--- src/apmb_pkg.sv ---
// apmb_pkg: shared widths, constants and controller/datapath interface types
// for the audio peak mipmap builder. No dependencies.
`default_nettype none
package apmb_pkg;

  localparam int MAX_CHANNELS = 8;
  localparam int SAMPLE_BITS  = 18;

  // derived widths
  localparam int CHAN_W   = $clog2(MAX_CHANNELS + 1);
  localparam int SUM_W    = SAMPLE_BITS + $clog2(MAX_CHANNELS);
  localparam int DCNT_W   = $clog2(SUM_W + 1);
  localparam int CLAMP_W  = 17;
  localparam int PEAK_W   = 16;
  localparam int CMP_W    = (SUM_W + 1 > CLAMP_W + 1) ? SUM_W + 1 : CLAMP_W + 1;

  // register field widths
  localparam int CCOUNT_W = 4;
  localparam int FRAME_W  = 16;
  localparam int GROUP_W  = 10;
  localparam int PDATA_W  = 32;
  localparam int PADDR_W  = 4;

  // full scale of the clamp, q2.15 one
  localparam int FULL_SCALE = 32768;

  localparam logic [1:0] REG_CHANNEL_COUNT = 2'd0;
  localparam logic [1:0] REG_CHUNK_FRAMES  = 2'd1;
  localparam logic [1:0] REG_MIPMAP_SCALE  = 2'd2;

  localparam logic [CCOUNT_W-1:0] CHANNEL_COUNT_RST = 4'd2;
  localparam logic [FRAME_W-1:0]  CHUNK_FRAMES_RST  = 16'd512;
  localparam logic [GROUP_W-1:0]  MIPMAP_SCALE_RST  = 10'd20;

  localparam logic LEVEL_CHUNK  = 1'b0;
  localparam logic LEVEL_MIPMAP = 1'b1;

  typedef struct packed {
    logic capture;      // take the input item
    logic frame_close;  // fold divided mono value into chunk min/max
    logic load_chunk;   // emit chunk pair, merge into group
    logic load_group;   // emit group pair, clear group
    logic flush;        // end of stream: emit tail group if any, clear all
  } apmb_cmd_t;

  typedef struct packed {
    logic frame_closes;
    logic div_done;
    logic emit_chunk;
    logic group_closes;
    logic eos;
    logic has_tail;
    logic out_free;
  } apmb_stat_t;

endpackage
`default_nettype wire

--- src/apmb_div.sv ---
// apmb_div: serial restoring divider, one quotient bit per cycle.
// Unsigned dividend by the channel count. Depends on apmb_pkg.
`default_nettype none
module apmb_div
  import apmb_pkg::*;
(
  input  wire logic              clk_i,
  input  wire logic              rst_ni,
  input  wire logic              start_i,
  input  wire logic [SUM_W-1:0]  dividend_i,
  input  wire logic [CHAN_W-1:0] divisor_i,
  output logic      [SUM_W-1:0]  quotient_o,
  output logic                   done_o
);

  logic [SUM_W-1:0]  work_q, work_d;
  logic [CHAN_W-1:0] rem_q, rem_d;
  logic [DCNT_W-1:0] cnt_q, cnt_d;
  logic              busy_q, busy_d;
  logic              done_q, done_d;
  logic [CHAN_W:0]   trial;
  logic [CHAN_W:0]   diff;
  logic              ge;

  assign trial = {rem_q, work_q[SUM_W-1]};
  assign diff  = trial - {1'b0, divisor_i};
  assign ge    = trial >= {1'b0, divisor_i};

  always_comb begin
    work_d = work_q;
    rem_d  = rem_q;
    cnt_d  = cnt_q;
    busy_d = busy_q;
    done_d = 1'b0;
    if (start_i) begin
      work_d = dividend_i;
      rem_d  = '0;
      cnt_d  = DCNT_W'(SUM_W);
      busy_d = 1'b1;
    end else if (busy_q) begin
      rem_d  = ge ? diff[CHAN_W-1:0] : trial[CHAN_W-1:0];
      work_d = {work_q[SUM_W-2:0], ge};
      cnt_d  = cnt_q - 1'b1;
      if (cnt_q == DCNT_W'(1)) begin
        busy_d = 1'b0;
        done_d = 1'b1;
      end
    end
  end

  always_ff @(posedge clk_i or negedge rst_ni) begin
    if (!rst_ni) begin
      cnt_q  <= '0;
      busy_q <= 1'b0;
      done_q <= 1'b0;
    end else begin
      cnt_q  <= cnt_d;
      busy_q <= busy_d;
      done_q <= done_d;
    end
  end

  always_ff @(posedge clk_i) begin
    work_q <= work_d;
    rem_q  <= rem_d;
  end

  assign quotient_o = work_q;
  assign done_o     = done_q;

endmodule
`default_nettype wire

--- src/apmb_dp.sv ---
// apmb_dp: datapath of the peak builder: frame sum, chunk and group peak
// registers, output register. Depends on apmb_pkg and apmb_div.
`default_nettype none
module apmb_dp
  import apmb_pkg::*;
(
  input  wire logic                          clk_i,
  input  wire logic                          rst_ni,
  input  wire apmb_cmd_t                     cmd_i,
  output apmb_stat_t                         stat_o,
  input  wire logic signed [SAMPLE_BITS-1:0] sample_i,
  input  wire logic                          end_of_stream_i,
  input  wire logic [CHAN_W-1:0]             chans_i,
  input  wire logic [FRAME_W-1:0]            chunk_frames_i,
  input  wire logic [GROUP_W-1:0]            mipmap_scale_i,
  input  wire logic                          out_ready_i,
  output logic                               out_valid_o,
  output logic                               level_o,
  output logic signed [PEAK_W-1:0]           peak_min_o,
  output logic signed [PEAK_W-1:0]           peak_max_o,
  output logic                               last_of_run_o
);

  localparam logic signed [CMP_W-1:0]   CMP_HI   = CMP_W'(FULL_SCALE);
  localparam logic signed [CMP_W-1:0]   CMP_LO   = CMP_W'(-FULL_SCALE);
  localparam logic signed [CLAMP_W-1:0] CLAMP_HI = CLAMP_W'(FULL_SCALE);
  localparam logic signed [CLAMP_W-1:0] CLAMP_LO = CLAMP_W'(-FULL_SCALE);

  // v * 32767 / 32768 toward zero is v - sign(v) for |v| <= 32768
  function automatic logic signed [PEAK_W-1:0] to_peak(input logic signed [CLAMP_W-1:0] v);
    logic signed [CLAMP_W-1:0] r;
    if (v == '0) begin
      r = '0;
    end else if (v[CLAMP_W-1]) begin
      r = v + CLAMP_W'(1);
    end else begin
      r = v - CLAMP_W'(1);
    end
    return r[PEAK_W-1:0];
  endfunction

  logic signed [SUM_W-1:0]   frame_sum_q;
  logic [CHAN_W-1:0]         chan_idx_q;
  logic [FRAME_W-1:0]        frame_idx_q;
  logic signed [CLAMP_W-1:0] chunk_min_q, chunk_max_q;
  logic [GROUP_W-1:0]        group_idx_q;
  logic signed [PEAK_W-1:0]  group_min_q, group_max_q;
  logic                      has_tail_q;
  logic                      eos_q;
  logic                      closed_q;
  logic                      neg_q;

  logic                      out_valid_q;
  logic                      level_q, last_q;
  logic signed [PEAK_W-1:0]  pmin_q, pmax_q;

  logic signed [SUM_W-1:0]   sample_ext;
  logic signed [SUM_W-1:0]   sum_next;
  logic [SUM_W-1:0]          sum_mag;
  logic [CHAN_W-1:0]         idx_next;
  logic [SUM_W-1:0]          quo;
  logic                      div_done;
  logic signed [CMP_W-1:0]   quo_ext, mono;
  logic signed [CLAMP_W-1:0] mono_cl;
  logic signed [PEAK_W-1:0]  chunk_pmin, chunk_pmax;
  logic [GROUP_W:0]          group_next;
  logic                      out_free;

  assign sample_ext = {{(SUM_W-SAMPLE_BITS){sample_i[SAMPLE_BITS-1]}}, sample_i};
  assign sum_next   = frame_sum_q + sample_ext;
  assign sum_mag    = sum_next[SUM_W-1] ? $unsigned(-sum_next) : $unsigned(sum_next);
  assign idx_next   = chan_idx_q + CHAN_W'(1);

  apmb_div u_div (
    .clk_i      (clk_i),
    .rst_ni     (rst_ni),
    .start_i    (cmd_i.capture && stat_o.frame_closes),
    .dividend_i (sum_mag),
    .divisor_i  (chans_i),
    .quotient_o (quo),
    .done_o     (div_done)
  );

  // restore sign, then clamp to [-1, 1]
  assign quo_ext = $signed({{(CMP_W-SUM_W){1'b0}}, quo});
  assign mono    = neg_q ? -quo_ext : quo_ext;

  always_comb begin
    if (mono > CMP_HI) begin
      mono_cl = CLAMP_HI;
    end else if (mono < CMP_LO) begin
      mono_cl = CLAMP_LO;
    end else begin
      mono_cl = mono[CLAMP_W-1:0];
    end
  end

  assign chunk_pmin = to_peak(chunk_min_q);
  assign chunk_pmax = to_peak(chunk_max_q);
  assign group_next = {1'b0, group_idx_q} + (GROUP_W+1)'(1);
  assign out_free   = !out_valid_q || out_ready_i;

  always_comb begin
    stat_o.frame_closes = idx_next >= chans_i;
    stat_o.div_done     = div_done;
    stat_o.emit_chunk   = (closed_q && (frame_idx_q >= chunk_frames_i))
                          || (eos_q && (frame_idx_q != '0));
    stat_o.group_closes = group_next >= {1'b0, mipmap_scale_i};
    stat_o.eos          = eos_q;
    stat_o.has_tail     = has_tail_q;
    stat_o.out_free     = out_free;
  end

  always_ff @(posedge clk_i or negedge rst_ni) begin
    if (!rst_ni) begin
      frame_sum_q <= '0;
      chan_idx_q  <= '0;
      frame_idx_q <= '0;
      chunk_min_q <= '0;
      chunk_max_q <= '0;
      group_idx_q <= '0;
      group_min_q <= '0;
      group_max_q <= '0;
      has_tail_q  <= 1'b0;
      eos_q       <= 1'b0;
      closed_q    <= 1'b0;
      neg_q       <= 1'b0;
      out_valid_q <= 1'b0;
    end else begin
      // a new result may replace one that leaves at the same edge
      if (cmd_i.load_chunk || cmd_i.load_group || (cmd_i.flush && has_tail_q)) begin
        out_valid_q <= 1'b1;
      end else if (out_valid_q && out_ready_i) begin
        out_valid_q <= 1'b0;
      end
      if (cmd_i.capture) begin
        frame_sum_q <= sum_next;
        chan_idx_q  <= idx_next;
        eos_q       <= end_of_stream_i;
        closed_q    <= stat_o.frame_closes;
        neg_q       <= sum_next[SUM_W-1];
      end
      if (cmd_i.frame_close) begin
        if (mono_cl < chunk_min_q) begin
          chunk_min_q <= mono_cl;
        end
        if (mono_cl > chunk_max_q) begin
          chunk_max_q <= mono_cl;
        end
        frame_sum_q <= '0;
        chan_idx_q  <= '0;
        frame_idx_q <= frame_idx_q + FRAME_W'(1);
      end
      if (cmd_i.load_chunk) begin
        chunk_min_q <= '0;
        chunk_max_q <= '0;
        frame_idx_q <= '0;
        if (chunk_pmin < group_min_q) begin
          group_min_q <= chunk_pmin;
        end
        if (chunk_pmax > group_max_q) begin
          group_max_q <= chunk_pmax;
        end
        has_tail_q  <= 1'b1;
        group_idx_q <= group_next[GROUP_W-1:0];
      end
      if (cmd_i.load_group) begin
        group_min_q <= '0;
        group_max_q <= '0;
        group_idx_q <= '0;
        has_tail_q  <= 1'b0;
      end
      if (cmd_i.flush) begin
        frame_sum_q <= '0;
        chan_idx_q  <= '0;
        frame_idx_q <= '0;
        chunk_min_q <= '0;
        chunk_max_q <= '0;
        group_idx_q <= '0;
        group_min_q <= '0;
        group_max_q <= '0;
        has_tail_q  <= 1'b0;
        eos_q       <= 1'b0;
      end
    end
  end

  // output payload
  always_ff @(posedge clk_i) begin
    if (cmd_i.load_chunk) begin
      level_q <= LEVEL_CHUNK;
      pmin_q  <= chunk_pmin;
      pmax_q  <= chunk_pmax;
      last_q  <= !(stat_o.group_closes || eos_q);
    end else if (cmd_i.load_group || (cmd_i.flush && has_tail_q)) begin
      level_q <= LEVEL_MIPMAP;
      pmin_q  <= group_min_q;
      pmax_q  <= group_max_q;
      last_q  <= 1'b1;
    end
  end

  assign out_valid_o   = out_valid_q;
  assign level_o       = level_q;
  assign peak_min_o    = pmin_q;
  assign peak_max_o    = pmax_q;
  assign last_of_run_o = last_q;

endmodule
`default_nettype wire

--- src/apmb_ctrl.sv ---
// apmb_ctrl: sequencing state machine for the peak builder; drives the
// datapath by command struct. Depends on apmb_pkg.
`default_nettype none
module apmb_ctrl
  import apmb_pkg::*;
(
  input  wire logic       clk_i,
  input  wire logic       rst_ni,
  input  wire logic       in_valid_i,
  output logic            in_ready_o,
  input  wire apmb_stat_t stat_i,
  output apmb_cmd_t       cmd_o
);

  typedef enum logic [6:0] {
    S_IDLE  = 7'b0000001,
    S_DIV   = 7'b0000010,
    S_TAIL  = 7'b0000100,
    S_CHUNK = 7'b0001000,
    S_GROUP = 7'b0010000,
    S_EOS   = 7'b0100000,
    S_SPARE = 7'b1000000
  } state_e;

  state_e state_q, state_d;

  assign in_ready_o = (state_q == S_IDLE);

  always_comb begin
    state_d = state_q;
    cmd_o   = '0;
    case (state_q)
      S_IDLE: begin
        if (in_valid_i) begin
          cmd_o.capture = 1'b1;
          state_d = stat_i.frame_closes ? S_DIV : S_TAIL;
        end
      end
      S_DIV: begin
        if (stat_i.div_done) begin
          cmd_o.frame_close = 1'b1;
          state_d = S_TAIL;
        end
      end
      S_TAIL: begin
        if (stat_i.emit_chunk) begin
          state_d = S_CHUNK;
        end else if (stat_i.eos) begin
          state_d = S_EOS;
        end else begin
          state_d = S_IDLE;
        end
      end
      S_CHUNK: begin
        if (stat_i.out_free) begin
          cmd_o.load_chunk = 1'b1;
          if (stat_i.group_closes) begin
            state_d = S_GROUP;
          end else if (stat_i.eos) begin
            state_d = S_EOS;
          end else begin
            state_d = S_IDLE;
          end
        end
      end
      S_GROUP: begin
        if (stat_i.out_free) begin
          cmd_o.load_group = 1'b1;
          state_d = stat_i.eos ? S_EOS : S_IDLE;
        end
      end
      S_EOS: begin
        // a tail group needs the output register
        if (!stat_i.has_tail || stat_i.out_free) begin
          cmd_o.flush = 1'b1;
          state_d = S_IDLE;
        end
      end
      S_SPARE: begin
        state_d = S_IDLE;
      end
      default: begin
        state_d = S_IDLE;
      end
    endcase
  end

  always_ff @(posedge clk_i or negedge rst_ni) begin
    if (!rst_ni) begin
      state_q <= S_IDLE;
    end else begin
      state_q <= state_d;
    end
  end

endmodule
`default_nettype wire

--- src/audio_peak_mipmap_builder.sv ---
// audio_peak_mipmap_builder: top level with the configuration registers.
// Depends on apmb_pkg, apmb_ctrl, apmb_dp (and apmb_div below it).
//
// Builds waveform peaks from interleaved signed q2.15 samples: each frame is
// averaged to mono (truncating division by the channel count), each chunk of
// chunk_frames mono values gives a level 0 min/max pair scaled to 16 bits, and
// every mipmap_scale chunk pairs merge into a level 1 pair; end_of_stream
// flushes a partial chunk and a partial group and returns all state to reset.
// One item is handled at a time. A sample that closes a frame waits for the
// serial divider (one quotient bit per cycle, 21 bits), then passes the tail
// check, a state for each result it causes and one more at end of stream;
// any other sample skips the divider. A result that waits for the receiver
// adds its wait. Results leave through an output register, so the next item
// is taken while the last result of the previous one waits.
`default_nettype none
module audio_peak_mipmap_builder
  import apmb_pkg::*;
(
  input  wire logic                          clk_i,
  input  wire logic                          rst_ni,
  input  wire logic                          in_valid_i,
  output logic                               in_ready_o,
  input  wire logic signed [SAMPLE_BITS-1:0] sample_i,
  input  wire logic                          end_of_stream_i,
  output logic                               out_valid_o,
  input  wire logic                          out_ready_i,
  output logic                               level_o,
  output logic signed [PEAK_W-1:0]           peak_min_o,
  output logic signed [PEAK_W-1:0]           peak_max_o,
  output logic                               last_of_run_o,
  input  wire logic                          psel,
  input  wire logic                          penable,
  input  wire logic                          pwrite,
  input  wire logic [PADDR_W-1:0]            paddr,
  input  wire logic [PDATA_W-1:0]            pwdata,
  output logic [PDATA_W-1:0]                 prdata,
  output logic                               pready
);

  logic [CCOUNT_W-1:0] channel_count_q;
  logic [FRAME_W-1:0]  chunk_frames_q;
  logic [GROUP_W-1:0]  mipmap_scale_q;
  logic                wr_en;
  logic [CHAN_W-1:0]   chans;
  logic [FRAME_W-1:0]  cf_eff;
  logic [GROUP_W-1:0]  ms_eff;
  apmb_cmd_t           cmd;
  apmb_stat_t          stat;

  assign pready = 1'b1;
  assign wr_en  = psel && penable && pwrite;

  always_ff @(posedge clk_i or negedge rst_ni) begin
    if (!rst_ni) begin
      channel_count_q <= CHANNEL_COUNT_RST;
      chunk_frames_q  <= CHUNK_FRAMES_RST;
      mipmap_scale_q  <= MIPMAP_SCALE_RST;
    end else if (wr_en) begin
      case (paddr[3:2])
        REG_CHANNEL_COUNT: channel_count_q <= pwdata[CCOUNT_W-1:0];
        REG_CHUNK_FRAMES:  chunk_frames_q  <= pwdata[FRAME_W-1:0];
        REG_MIPMAP_SCALE:  mipmap_scale_q  <= pwdata[GROUP_W-1:0];
        default: ;
      endcase
    end
  end

  always_comb begin
    case (paddr[3:2])
      REG_CHANNEL_COUNT: prdata = PDATA_W'(channel_count_q);
      REG_CHUNK_FRAMES:  prdata = PDATA_W'(chunk_frames_q);
      REG_MIPMAP_SCALE:  prdata = PDATA_W'(mipmap_scale_q);
      default:           prdata = '0;
    endcase
  end

  // zero acts as one, channel count saturates at the supported maximum
  always_comb begin
    if (channel_count_q == '0) begin
      chans = CHAN_W'(1);
    end else if (32'(channel_count_q) > 32'(MAX_CHANNELS)) begin
      chans = CHAN_W'(MAX_CHANNELS);
    end else begin
      chans = CHAN_W'(channel_count_q);
    end
  end

  assign cf_eff = (chunk_frames_q == '0) ? FRAME_W'(1) : chunk_frames_q;
  assign ms_eff = (mipmap_scale_q == '0) ? GROUP_W'(1) : mipmap_scale_q;

  apmb_ctrl u_ctrl (
    .clk_i      (clk_i),
    .rst_ni     (rst_ni),
    .in_valid_i (in_valid_i),
    .in_ready_o (in_ready_o),
    .stat_i     (stat),
    .cmd_o      (cmd)
  );

  apmb_dp u_dp (
    .clk_i           (clk_i),
    .rst_ni          (rst_ni),
    .cmd_i           (cmd),
    .stat_o          (stat),
    .sample_i        (sample_i),
    .end_of_stream_i (end_of_stream_i),
    .chans_i         (chans),
    .chunk_frames_i  (cf_eff),
    .mipmap_scale_i  (ms_eff),
    .out_ready_i     (out_ready_i),
    .out_valid_o     (out_valid_o),
    .level_o         (level_o),
    .peak_min_o      (peak_min_o),
    .peak_max_o      (peak_max_o),
    .last_of_run_o   (last_of_run_o)
  );

endmodule
`default_nettype wire

--- config.mk ---
export PLATFORM = sky130hd
export DESIGN_NAME = audio_peak_mipmap_builder
export DESIGN_NICKNAME = d
export VERILOG_FILES = /design/src/apmb_pkg.sv /design/src/apmb_div.sv /design/src/apmb_dp.sv /design/src/apmb_ctrl.sv /design/src/audio_peak_mipmap_builder.sv
export SDC_FILE = /design/constraint.sdc
export NUM_CORES = 1
export LEC_CHECK = 0
export BUFFER_PORTS_ARGS = -buffer_cell sky130_fd_sc_hd__buf_2
export CELL_PAD_IN_SITES_DETAIL_PLACEMENT = 1
export CELL_PAD_IN_SITES_GLOBAL_PLACEMENT = 1
export CORE_MARGIN = 8
export CORE_UTILIZATION = 43
export DETAILED_ROUTE_END_ITERATION = 8
export PLACE_DENSITY = 0.74
export SLEW_MARGIN = 10
export SYNTH_ARGS = -nofsm -noshare
export SYNTH_HDL_FRONTEND = slang
export SYNTH_SLANG_ARGS = --single-unit
--- constraint.sdc ---
create_clock -name clk_i -period 5.7 [get_ports clk_i]
set_input_delay 0.57 -clock clk_i [delete_from_list [all_inputs] [get_ports clk_i]]
set_output_delay 0.57 -clock clk_i [all_outputs]
set_load 0.02 [all_outputs]
==> reports/metrics.csv, run 1 <==
stage,metric,value,unit
outcome,run status,completed,
route,Vias per Instance,5.60,
critical_path,crit start category,register,
route,detailed router's first-iteration violation count,667,
route,vias after detailed routing,13300,
critical_path,maximum net fanout on the critical path,15,
place,detailed placer's ending HPWL,33600,µm
critical_path,data arrival at the endpoint of the critical path,5.92,ns
critical_path,WS Path Type,register to register,
clocking,CTS root buffer,clkbuf_16,
global_route,initial antenna violation count,0,
final_layout,layout cell share with drive strength beyond 1,13.8,%
sta,highest clock frequency the design can meet,182,MHz
synthesis,Post-Synthesis Cell Area,15800,µm²
pwr,power density over the cells,503,nW/µm²
clocking,number of clock sinks,224,
place,final weighted congestion in routability-driven placement,0.836,
global_route,first-pass GRT wire length,72700,µm
clocking,clock slew at the register clock pins of the worst setup and hold paths,0.06,ns
sta,Min Hold Slack,0.0829,ns
place,input/output buffers,95,
critical_path,nature of the critical path endpoint,register,
floorplan,total I/O pin count,131,
clocking,clock latency on the worst-skew pair,0.55,ns
sta,sum of negative setup slack,0,ns
sta,remaining max-slew budget at the tightest pin,31.7,%
synthesis,Synth async-reset ratio,73.7,%
pwr,"IR drop worst, VDD",248,µV
critical_path,WP data required,6.12,ns
global_route,aggregate global routing overflow,0,
synthesis,share of synthesized area occupied by flip-flops and latches,37.0,%
final_layout,final net count,2100,
sta,number of hold violations in the final report,0,
route,DR DRC count,0,
floorplan,die boundary width,208,µm
global_route,maximum number of pins on one net before global-route repair,91,
clocking,number of buffers created by CTS,27,
final_layout,filler instances,4314,
clocking,Max Buffers Root-to-Sink,3,
floorplan,Rows,70,
sta,post-route clock period utilization,96.4,%
route,DR WL/cell,18.5,µm
floorplan,Starting Density,43.4,%
synthesis,number of enable flip-flop cells after synthesis,54,
sta,"Slew Viols, Final",0,
synthesis,cell count after synthesis,1781,
pwr,leakage power figure,8.35,nW
floorplan,DIE HEIGHT,208,µm
route,final WL,43800,µm
route,Routed Antenna Nets,0,
final_layout,Diodes inserted,0,
route,length of the first detailed-routing pass in iterations,4,
final_layout,Area growth syn-to-layout,12.9,%
floorplan,Die Area,43200,µm²
sta,clock skew,0.0213,ns
synthesis,total of flip-flops plus latches after synthesis,224,
sta,setup repair after global routing missed its margin,no,
synthesis,number of synthesis warnings,0,
synthesis,Post-synth top flop,dfrtp_1,
hold_path,Tightest Hold Check Type,input port to async pin,
global_route,gr usage total,19.8,%
floorplan,placeable core region,36400,µm²
sta,post-route minimum period,5.50,ns
sta,final number of setup-violating endpoints,0,
clocking,total number of H-tree levels,1,
clocking,clock tree from TritonCTS,done,
clocking,number of hold-repair buffers added at the cts stage,0,
sta,actual transition at the worst max-transition pin,1.02,ns
global_route,via count of the first global-routing pass,14200,
flow_run,number of maximum-capacitance constraint violations,0,
synthesis,mean cell area of the mapped netlist,8.89,µm²
synthesis,number of library cell types mapped by synthesis,76,
kinds of logic (layout without fill, tap and decap cells):
family	count (synthesis)	after routing	synth area share, %
compound gates	416	416	16.6
xor+xnor	104	104	5.76
fa+ha+maj	158	158	12.7
buf+inv	213	317	5.52
flops	224	224	37.0
mux	57	57	4.23
other cells	2	17	0.0475
simple gates	607	607	18.1
layer usage:
metal | up-vias | part of all wire, % | track usage (%)
li1 | 6476 | - | -
met1 | 6534 | 46 | 25.1
met2 | 179 | 49 | 35.5
met3 | 68 | 3.2 | 2.42
met4 | 0 | 2.0 | 4.60
met5 | - | 0 | 0
cell usage in the layout, fill, tap and decap left out, types with 14 or more instances in the layout:
cell         n
a21oi_1     86
nand3_1     57
nand2_1    188
a21o_1      32
dfrtp_1    160
buf_2       94
xor2_1      48
nor3_1      37
xnor2_1     56
inv_1      133
conb_1      17
o21ai_0    157
a22o_1      22
clkbuf_16   29
buf_4       35
o31ai_1     18
edfxtp_1    54
nor2_1     150
and2_1      14
nand4_1     21
ha_1       154
nor2b_1     19
mux2_2      39
o21a_1      19
nand2b_1    25
nor4_1      23
cells in the mapped netlist, types with 21 or more instances:
| library cell | number | area, µm² |
|---|---|---|
| xor2_1 | 48 | 420 |
| a21oi_1 | 87 | 435 |
| nor4_1 | 24 | 150 |
| a21o_1 | 32 | 240 |
| nand2_1 | 188 | 706 |
| mux2_2 | 39 | 439 |
| ha_1 | 154 | 1930 |
| nand3_1 | 57 | 285 |
| nor3_1 | 40 | 200 |
| xnor2_1 | 56 | 490 |
| dfrtp_1 | 160 | 4000 |
| nor2_1 | 156 | 586 |
| a22o_1 | 22 | 193 |
| o21ai_0 | 158 | 791 |
| inv_1 | 133 | 499 |
| edfxtp_1 | 54 | 1620 |
| clkbuf_1 | 58 | 218 |
| nand4_1 | 21 | 131 |
| nand2b_1 | 26 | 163 |
worst max-delay path, cell delays in order, from the launching register on:
cell	delay [ns]
edfxtp_1	0.40
or4_4	0.57
or4_4	0.48
or4_1	0.48
a211o_1	0.34
a2111oi_4	0.40
a22oi_2	0.12
buf_6	0.19
nor2_2	0.15
ha_1	0.27
a21o_1	0.17
a21o_1	0.17
a21oi_1	0.19
o21ai_2	0.10
nor2_2	0.12
nor3_1	0.06
a41o_1	0.24
a211oi_4	0.36
clkbuf_16	0.25
mux2_4	0.31
stage by stage:
stage | utilization [%] | worst slack, ns | instance area, µm² | std cells | power (mW)
after detailed placement | 46.3 | 0.0746 | 16900 | 2313 | 7.24
after global routing | 49.0 | 0.0301 | 17900 | 2368 | 9.77
after floorplan | - | 0.0873 | 15900 | 1796 | 5.91
final | 49.0 | 0.203 | 17900 | 2368 | 8.98
after CTS | 48.7 | 0.0518 | 17700 | 2362 | 9.02
after global placement | 46.3 | 0.203 | 16900 | 2313 | 7.03
registers in the layout, summed over array words and instances (netlist names), 4 cells and up:
name                   cells
u_ctrl.state_q             6
u_dp.frame_sum_q          21
u_dp.peak_min_o           16
u_dp.u_div.cnt_q           5
u_dp.u_div.rem_q           4
u_dp.group_min_q          16
u_dp.peak_max_o           16
u_dp.chunk_max_q          17
u_dp.u_div.quotient_o     21
u_dp.chunk_min_q          17
channel_count_q            4
u_dp.group_idx_q          10
mipmap_scale_q            10
u_dp.group_max_q          16
u_dp.frame_idx_q          16
u_dp.chan_idx_q            4
chunk_frames_q            16
what timing repair did:
item / in CTS / in global routing
gates resized for setup: 0 / 16
endpoints found under the hold margin: 0 / 0
setup endpoints to repair: 0 / 34
buffers inserted: 0 / 5
report_power, final:
part | internal [mW] | total, mW | switching, mW
clock | 1.00 | 1.71 | 0.710
sequential | 2.10 | 2.48 | 0.377
combinational | 1.95 | 4.79 | 2.84
area by class of cell:
cell class              instances  area, µm²  area share, %
clock buffers                  35        737           4.13
repair buffers                134        812           4.55
inverters                     134        503           2.82
multi-input cells            1359       9230           51.7
clock inverters                14        135          0.757
well taps                     468        586           3.28
flip-flops and latches        224       5860           32.8
path summary, 6_finish.rpt:
check,from,end,slack [ns],depth (start not counted)
min reg2reg,u_dp.level_o,u_dp.level_o,0.45,2
min in group clk_i,pwdata[12],chunk_frames_q[12],0.23,3
max reg2reg,u_dp.u_div.quotient_o[11],u_dp.chunk_min_q[13],0.20,19
max,u_dp.u_div.quotient_o[11],u_dp.chunk_min_q[13],0.20,19
min,rst_ni,u_dp.group_max_q[5],0.08,1
max in group asynchronous,rst_ni,u_dp.chunk_max_q[12],4.49,2
No activity file was read; power rests on OpenSTA's default activity.
==> inputs of run 2 (changes only) <==
--- a/config.mk
+++ b/config.mk
@@ -5,14 +5,17 @@
 export SDC_FILE = /design/constraint.sdc
 export NUM_CORES = 1
 export LEC_CHECK = 0
+export ABC_AREA = 1
 export BUFFER_PORTS_ARGS = -buffer_cell sky130_fd_sc_hd__buf_2
 export CELL_PAD_IN_SITES_DETAIL_PLACEMENT = 1
 export CELL_PAD_IN_SITES_GLOBAL_PLACEMENT = 1
 export CORE_MARGIN = 8
-export CORE_UTILIZATION = 43
+export CORE_UTILIZATION = 41
 export DETAILED_ROUTE_END_ITERATION = 8
+export GPL_TIMING_DRIVEN = 0
 export PLACE_DENSITY = 0.74
 export SLEW_MARGIN = 10
 export SYNTH_ARGS = -nofsm -noshare
 export SYNTH_HDL_FRONTEND = slang
+export SYNTH_HIERARCHICAL = 1
 export SYNTH_SLANG_ARGS = --single-unit
==> run 2 against run 1 <==
  * Via count increased by 15%
  * Power is 43% higher
  * First-iteration DRC count grew 6.0%
  * Sequential power about the same
  * Fmax rose by 5.1%
  * Clock-buffer cell count up 6
  * Global-route usage is 1.1 points higher
  * Largest cell class unchanged
  * Highest routed layer unchanged
==> reports/metrics.csv, run 2 <==
stage,metric,value,unit,change
outcome,run status,completed,,
synthesis,cell with the most instances after synthesis,nand2_1,,
synthesis,number of library cell types mapped by synthesis,62,,-18%
clocking,CTS root buffer,clkbuf_16,,
global_route,maximum number of pins on one net before global-route repair,88,,-3.3%
clocking,clock tree from TritonCTS,done,,
clocking,Max Buffers Root-to-Sink,3,,unchanged
flow_run,number of maximum-capacitance constraint violations,0,,unchanged
floorplan,Starting Density,41.3,%,-2.1 points
place,Worst Setup Slack post-DPL,0.496,ns,+0.421 ns
clocking,post-CTS repair timing setup buffer count,0,,unchanged
floorplan,DIE HEIGHT,218,µm,+5.0%
sta,post-route clock period utilization,91.7,%,-4.7 points
final_layout,footprint of the flip-flops and latches,5860,µm²,unchanged
sta,final number of setup-violating endpoints,0,,unchanged
floorplan,total I/O pin count,131,,unchanged
synthesis,Synth async-reset ratio,73.7,%,unchanged
clocking,number of clock sinks,224,,unchanged
hold_path,Tightest Hold Check Type,input port to async pin,,
sta,"Slew Viols, Final",0,,unchanged
floorplan,Die Area,47600,µm²,+10%
floorplan,Rows,74,,+5.7%
final_layout,Area growth syn-to-layout,13.3,%,
sta,actual transition at the worst max-transition pin,0.937,ns,-0.0854 ns
sta,setup repair after global routing missed its margin,no,,
critical_path,WS Path Type,register to register,,
critical_path,maximum net fanout on the critical path,16,,+1
route,final WL,49800,µm,+14%
clocking,number of hold-repair buffers added at the cts stage,0,,unchanged
synthesis,number of synthesis warnings,6,,+6
synthesis,Post-synth top flop,dfrtp_1,,
clocking,total number of H-tree levels,1,,unchanged
global_route,gr usage total,20.9,%,+1.1 points
route,vias after detailed routing,15300,,+15%
sta,clock skew,0.0120,ns,-0.00934 ns
synthesis,Post-synth top cells,"542 x nand2_1, 350 x inv_1, 186 x nor2_1",,
final_layout,area of the multi-input gates,9080,µm²,-1.6%
global_route,aggregate global routing overflow,0,,unchanged
sta,post-route minimum period,5.23,ns,-0.268 ns
global_route,first-pass GRT wire length,82400,µm,+13%
final_layout,layout cell share with drive strength beyond 1,11.5,%,-2.2 points
synthesis,number of enable flip-flop cells after synthesis,54,,unchanged
sta,highest clock frequency the design can meet,191,MHz,+5.1%
critical_path,crit start category,register,,
pwr,power density over the cells,679,nW/µm²,+35%
synthesis,library cell with the largest summed area after synthesis,dfrtp_1,,
route,DR DRC count,0,,unchanged
final_layout,final core utilization,46.8,%,-2.2 points
clocking,clock slew at the register clock pins of the worst setup and hold paths,0.06,ns,about the same
place,input/output buffers,95,,unchanged
route,DR WL/cell,16.7,µm,-9.4%
route,detailed router's first-iteration violation count,707,,+6.0%
synthesis,Area contributors post-synth,"dfrtp_1 24%, nand2_1 12%, ha_1 12%, edfxtp_1 9.7%, inv_1 7.8%",,
final_layout,final net count,2642,,+26%
clocking,number of buffers created by CTS,28,,+3.7%
route,Vias per Instance,5.14,,-8.1%
clocking,clock latency on the worst-skew pair,0.57,ns,+0.02 ns
final_layout,"most common cell after layout, fill and taps aside",nand2_1,,
sta,sum of negative setup slack,0,ns,unchanged
synthesis,total of flip-flops plus latches after synthesis,224,,unchanged
synthesis,share of synthesized area occupied by flip-flops and latches,35.0,%,-2.0 points
global_route,initial antenna violation count,0,,unchanged
final_layout,Diodes inserted,0,,unchanged
place,final weighted congestion in routability-driven placement,0.884,,+5.7%
global_route,via count of the first global-routing pass,16300,,+15%
sta,remaining max-slew budget at the tightest pin,36.9,%,+5.3 points
floorplan,placeable core region,40600,µm²,+11%
critical_path,startpoint of the worst register-to-register path,u_dp/chunk_max_q[16],,
critical_path,worst setup path startpoint,u_dp/chunk_max_q[16],,
synthesis,cell count after synthesis,2280,,+28%
synthesis,share of the synthesized area in the top cell type,23.9,%,-1.4 points
sta,least setup slack across all paths after layout,0.472,ns,+0.268 ns
critical_path,WP data required,6.18,ns,+0.06 ns
route,length of the first detailed-routing pass in iterations,5,,+1
critical_path,data arrival at the endpoint of the critical path,5.71,ns,-0.21 ns
route,Routed Antenna Nets,0,,unchanged
place,detailed placer's ending HPWL,39600,µm,+18%
final_layout,filler instances,5160,,+20%
pwr,leakage power figure,9.73,nW,+17%
floorplan,die boundary width,218,µm,+5.0%
sta,number of hold violations in the final report,0,,unchanged
pwr,"IR drop worst, VDD",647,µV,+160%
final_layout,"commonest cells after routing, fill and taps aside","541 x nand2_1, 350 x inv_1, 185 x nor2_1",,
critical_path,nature of the critical path endpoint,register,,
synthesis,mean cell area of the mapped netlist,7.35,µm²,-17%
synthesis,Post-Synthesis Cell Area,16800,µm²,+5.9%
==> run 2: critical path: stages (launching register included) <==
cell and delay (ns):
dfrtp_1 0.41, inv_1 0.32, ha_1 0.51, inv_1 0.08, nor3_1 0.30, inv_1 0.08, o211ai_1 0.25, inv_1 0.09
o311ai_0 0.51, o21ai_0 0.17, a21oi_1 0.28, ha_1 0.22, nand4_1 0.14, nor3_1 0.28, nand2_1 0.09, nand2_1 0.09
a2111o_1 0.09, nand4_1 0.17, nor2_2 0.37, clkbuf_1 0.46, nand2_1 0.10, o21ai_0 0.11
==> run 2: layer usage <==
layer	part of all wire, %	wire [µm]	global-route usage, %
met5	0	0	0
met4	3.1	1530	7.08
met3	3.1	1540	2.25
met2	50	25000	37.9
met1	44	21800	25.6
==> run 2: final timing paths <==
check	endpoint	slack, ns	cells past startpoint
setup / recovery	u_dp/group_max_q[15]	0.47	21
hold / removal	u_dp/group_idx_q[8]	0.04	1
setup reg to reg	u_dp/group_max_q[15]	0.47	21
hold reg to reg	u_dp/level_o	0.45	2
max in group asynchronous	u_dp/frame_sum_q[8]	4.75	2
min in group clk_i	chunk_frames_q[10]	0.22	3
==> run 2: report_power, final <==
part | internal (mW) | switching [mW] | total [mW]
sequential | 2.11 | 0.388 | 2.50
clock | 1.17 | 0.742 | 1.91
combinational | 2.93 | 5.54 | 8.47
total | 6.21 | 6.67 | 12.9
==> run 2: cell families (layout without fill, tap and decap cells) <==
logic type               Yosys count  count (layout)  share of synthesized area (%)
AND/OR/NAND/NOR                 1032            1032                           27.2
buffers and inverters            456             604                           11.2
AO/OA/AOI/OAI                    359             359                           12.0
flip-flops                       224             224                           35.0
adder cells (fa/ha/maj)          159             159                           12.1
XOR/XNOR                          48              48                           2.60
other                              2              17                         0.0448
==> run 2: metrics by stage <==
step / hold slack, ns / cells / power (mW) / cell area, µm²
after CTS: 0.0610 / 2975 / 13.0 / 19000
final: 0.0355 / 2975 / 12.9 / 19000
after global placement: 0.443 / 2922 / 10.6 / 17900
after floorplan: 0.274 / 2295 / 8.61 / 16800
after global routing: 0.0865 / 2975 / 14.3 / 19000
after detailed placement: 0.448 / 2923 / 11.0 / 18000
==> run 2: timing repair <==
action / in CTS / in global routing
resized for setup: 0 / 3
endpoints found under the setup margin: 0 / 17
endpoints found under the hold margin: 0 / 0
==> run 2: cell type report <==
type                    instances  area share, %
plain buffers                  98           2.80
well taps                     532           3.51
repair buffers                 96           2.70
clock inverters                11          0.732
multi-input cells            1615           47.8
clock buffers                  41           4.49
inverters                     358           7.08
flip-flops and latches        224           30.9
